File: config.mk
export PLATFORM = sky130hd
export DESIGN_NAME = hhd_ctrl
export DESIGN_NICKNAME = d
export VERILOG_FILES = /design/src/sv/hhd_pkg.sv /design/src/sv/hhd_ctrl.sv
export SDC_FILE = /design/constraint.sdc
export NUM_CORES = 1
export LEC_CHECK = 0
export BUFFER_PORTS_ARGS = -buffer_cell sky130_fd_sc_hd__buf_2
export CORE_AREA = 10 10 47 49
export DETAILED_ROUTE_END_ITERATION = 8
export DIE_AREA = 0 0 57 59
export SLEW_MARGIN = 25
export SYNTH_ARGS = -nofsm -noshare
export SYNTH_HDL_FRONTEND = slang
export SYNTH_SLANG_ARGS = --single-unit
File: constraint.sdc
create_clock -name i_clk -period 1.7 [get_ports i_clk]
set_input_delay 0.34 -clock i_clk [delete_from_list [all_inputs] [get_ports i_clk]]
set_output_delay 0.34 -clock i_clk [all_outputs]
set_load 0.05 [all_outputs]
File: src/sv/hhd_pkg.sv
package hhd_pkg;

    localparam int TBL_AW = 16;
    localparam int SYM_W  = 8;
    localparam int PAT_W  = 15;
    localparam int LEN_W  = 4;

    localparam logic REQ_LOAD   = 1'b0;
    localparam logic REQ_DECODE = 1'b1;

    typedef logic [SYM_W:0] t_entry;

    typedef struct packed {
        logic clr_we;
        logic load_we;
        logic issue;
        logic resolve;
    } t_cmd;

    typedef struct packed {
        logic clr_last;
    } t_stat;

endpackage

File: src/sv/hhd_ctrl.sv
module hhd_ctrl (
    input  logic          i_clk,
    input  logic          i_rst_n,
    input  logic          i_start,
    input  logic          i_req_type,
    input  hhd_pkg::t_stat i_stat,
    output hhd_pkg::t_cmd  o_cmd,
    output logic          o_busy
);
    import hhd_pkg::*;

    typedef enum logic [2:0] {
        S_CLEAR  = 3'b001,
        S_IDLE   = 3'b010,
        S_LOOKUP = 3'b100
    } t_state;

    t_state r_state;
    t_state n_state;

    always_ff @(posedge i_clk) begin
        if (!i_rst_n) begin
            r_state <= S_CLEAR;
        end else begin
            r_state <= n_state;
        end
    end

    always_comb begin
        n_state = r_state;
        o_cmd   = '0;
        case (r_state)
            S_CLEAR: begin
                o_cmd.clr_we = 1'b1;
                if (i_stat.clr_last) begin
                    n_state = S_IDLE;
                end
            end
            S_IDLE: begin
                if (i_start) begin
                    if (i_req_type == REQ_LOAD) begin
                        o_cmd.load_we = 1'b1;
                    end else begin
                        o_cmd.issue = 1'b1;
                        n_state     = S_LOOKUP;
                    end
                end
            end
            S_LOOKUP: begin
                o_cmd.resolve = 1'b1;
                n_state       = S_IDLE;
            end
            default: begin
                n_state = S_CLEAR;
            end
        endcase
    end

    assign o_busy = (r_state != S_IDLE);

endmodule

==> results.txt <==
- The run finished with clean final reports.
- The netlist uses 13 different library cells.
* Clk sink count: 3
* Post-route clock period utilization: around 100%
- CTS tree: done
- Placement Rows: 14
- Averaged over all synthesized cells, the footprint is around 11 um^2.
- Vertical die dimension: just under 60 um
- Grt ovf: 0
- Starting utilization of the core area: between 10% and 20%
- Along the worst path, the maximum fanout reaches 4.
- Fin Setup TNS: 0 ns
* GRT Util Overall: 3.362%
- From left edge to right edge, the die measures about 57 um.
- DR pass1 iterations: 2
- After routing the design area is 300.3 um^2.
- In the final routed layout, each cell accounts on average for between 9 and 10 um.
- In this run the number of H-tree levels came out at 1.
- Placer's final routability congestion estimate: between 0.6 and 0.7
- After synthesis the cells add up to 172.7 um^2.
* Final setup violation count: 0
* CP top delay family: simple AND/OR/NAND/NOR gates
* Wire length of the first global-routing pass: 710 um
- Static timing analysis puts the maximum clock frequency at approximately 590 MHz.
- Syn Inst Count: 16
* Via count normalized by instance count: 3.696
* R2R Path Start: r_state[2]
- For this run, the slowest stage of the critical path takes around 0.44 ns.
- Crit path cell chain: or3b_4 -> nor3b_4 -> buf_6
- Subtracting the final worst setup slack from the clock period gives 1.695 ns.
* Number of global-route vias before repair: 173
- Counting flops and latches in the post-synthesis netlist gives 3.
- 1st-iter DRT viols: 1
- For this design the top-level I/O count stands at 10.
- The number of antenna violations at the first check in global routing was 0.
- In this run, post-CTS hold repair placed 0 buffers.
* Hold Crit Endpoint: r_state[1]
* Clk_skew: ~0.0015 ns
- The completed layout was analyzed and its total power is around 0.25 mW.
- Counting both buffers and inverters, the worst setup path holds a total of 1.
* Setup slack of the critical path after layout: roughly 0.0050 ns
- Worst Hold Slack: around 0.35 ns
- Most common cell after layout, fill and taps aside: buf_2
- Number of nets in the finished design: 36
- Max stage delay cell, worst path: or3b_4
- Cell area reported after detailed placement: 257.7 um^2
* Leakage component of the power: approximately 0.12 nW
- The worst setup path is captured at an output pin.
- The worst pin sits at a relative slew slack of 83.03%.
* Startpoint kind of the worst setup timing path: register
* Hold wc startpoint: i_rst_n
* Maximum number of pins on one net before global-route repair: 5
* Cell area power density: between 800 and 900 mW/mm^2
* Share of layout cells above drive strength 1: between 70% and 80%
- Clock latency of the later-clocked register in the worst-skew pair: 0.23 ns
- Capture point of the worst reg-to-reg path: r_state[0]
- Once placement completed, the tool counted placed cells totaling 42.
* Largest register FFs: 3
- Clock-pin slew was measured on the worst setup and hold paths at 0.04 ns.
- Number of nets with antenna violations after routing: 0
- Compared with the post-synthesis result, the final layout area differs by 73.91%.
* Die Outline Area: 0.003363 mm^2
- Max-cap violations: 0
- Total count of max-transition violations in the final report: 0
* Final count of hold timing violations: 0
- At the placement stage, the worst setup path has a slack of 0.07883 ns.
* Worst slew pin tran: about 0.26 ns
* Net count of the mapped netlist: 21
- In the layout the commonest cells are buf_2 (7), clkbuf_4 (3).
- In the final layout, the registers with the most flip-flops are r_state (3).
- Cells fill between 20% and 30% of the core in the end.
- Synth warn: 0
* Placed wire-length estimate after detailed placement: between 300 and 400 um
- Number of standard cells in the final layout excluding fillers: 46
- The min-delay analysis places its worst path in the category primary input to register.
* # diodes: 0
- Critical path arrival: between 1 and 1.5 ns
- After synthesis, flip-flops and latches occupy 34.78% of the total area.
* Register-to-Register Path Depth: 3
- Setup slack on the worst flop-to-flop path: between 0.4 and 0.5 ns
- Wires add up to around 440 um.
- Vias after detailed routing: 170
- Setup repair after global routing could not meet its margin everywhere.
- Max Root-Sink Buffers: 2
- Area of the placeable core: 0.001401 mm^2
- Count of buffers added by post-CTS timing repair for setup: 0
- Port buffering added 9 buffers.
* Kind of critical path: register to output pin
- Required time at the worst-slack endpoint: 1.36 ns
- r_state holds more flip-flops than any other register.
- For this run, design rule violations remaining after detail routing come to 0.
* Min-Delay Path Depth: 2
- Buffers inserted during clock tree synthesis total 3.
- Worst-case vdd ir drop: 0.2273 mV
* Clock tree root buffer cell: clkbuf_4
power by group:
group          total (mW)  switching (mW)  internal [mW]
logic              0.0475          0.0274         0.0201
clock network       0.122          0.0342         0.0878
registers          0.0771         0.00249         0.0746
total               0.247          0.0641          0.182
synthesized netlist by cell type:
cell type / n / area share [%]
nor3b_2: 1 / 7.2
a21oi_2: 1 / 5.1
nor3b_1: 2 / 8.7
buf_6: 1 / 6.5
a21bo_2: 1 / 5.8
and4bb_2: 1 / 7.2
or3b_1: 1 / 5.1
nor2_1: 1 / 2.2
and2_1: 1 / 3.6
nor2_4: 1 / 6.5
dfxtp_1: 3 / 35
o31a_1: 1 / 5.1
nand2_1: 1 / 2.2
worst max-delay path by stage:
| stage | start | to | slack (ns) | depth (start not counted) |
|---|---|---|---|---|
| 6_report | r_state[2] | o_cmd[2] | 0.005 | 3 |
| 5_1_grt | r_state[2] | o_cmd[2] | -0.05 | 3 |
| 4_1_cts | r_state[2] | o_cmd[2] | -0.02 | 3 |
| 3_5_place_dp | r_state[0] | o_cmd[2] | 0.08 | 3 |
| 3_3_place_gp | r_state[0] | o_cmd[2] | 0.08 | 3 |
| 2_1_floorplan | r_state[1] | o_cmd[2] | -0.03 | 3 |
repair_timing:
action	4_1_cts	5_1_grt
pin swaps	1	0
resized for setup	4	2
endpoints found under the hold margin	0	0
endpoints found under the setup margin	2	2
cell families after synthesis:
logic type	after synthesis	share of synthesized area, %
AOI/OAI and AO/OA	3	15.94
buffers and inverters	1	6.521
DFF	3	34.78
and+or+nand+nor	9	42.75
final cells by class:
class	count	area [um^2]
fillers	171	1101
flip-flops and latches	3	61.31
repair buffers	11	72.57
clock buffers	4	26.28
well taps	16	20.02
multi-input cells	12	120.1
metal layers:
layer	vias up	routed length, um	global-route usage (%)
li1	86	-	-
met1	79	170	2.123
met2	5	213	4.031
met3	0	52	4.721
met4	0	0	4.027
met5	-	0	0
Note: power is estimated with default switching activity, not from simulation.
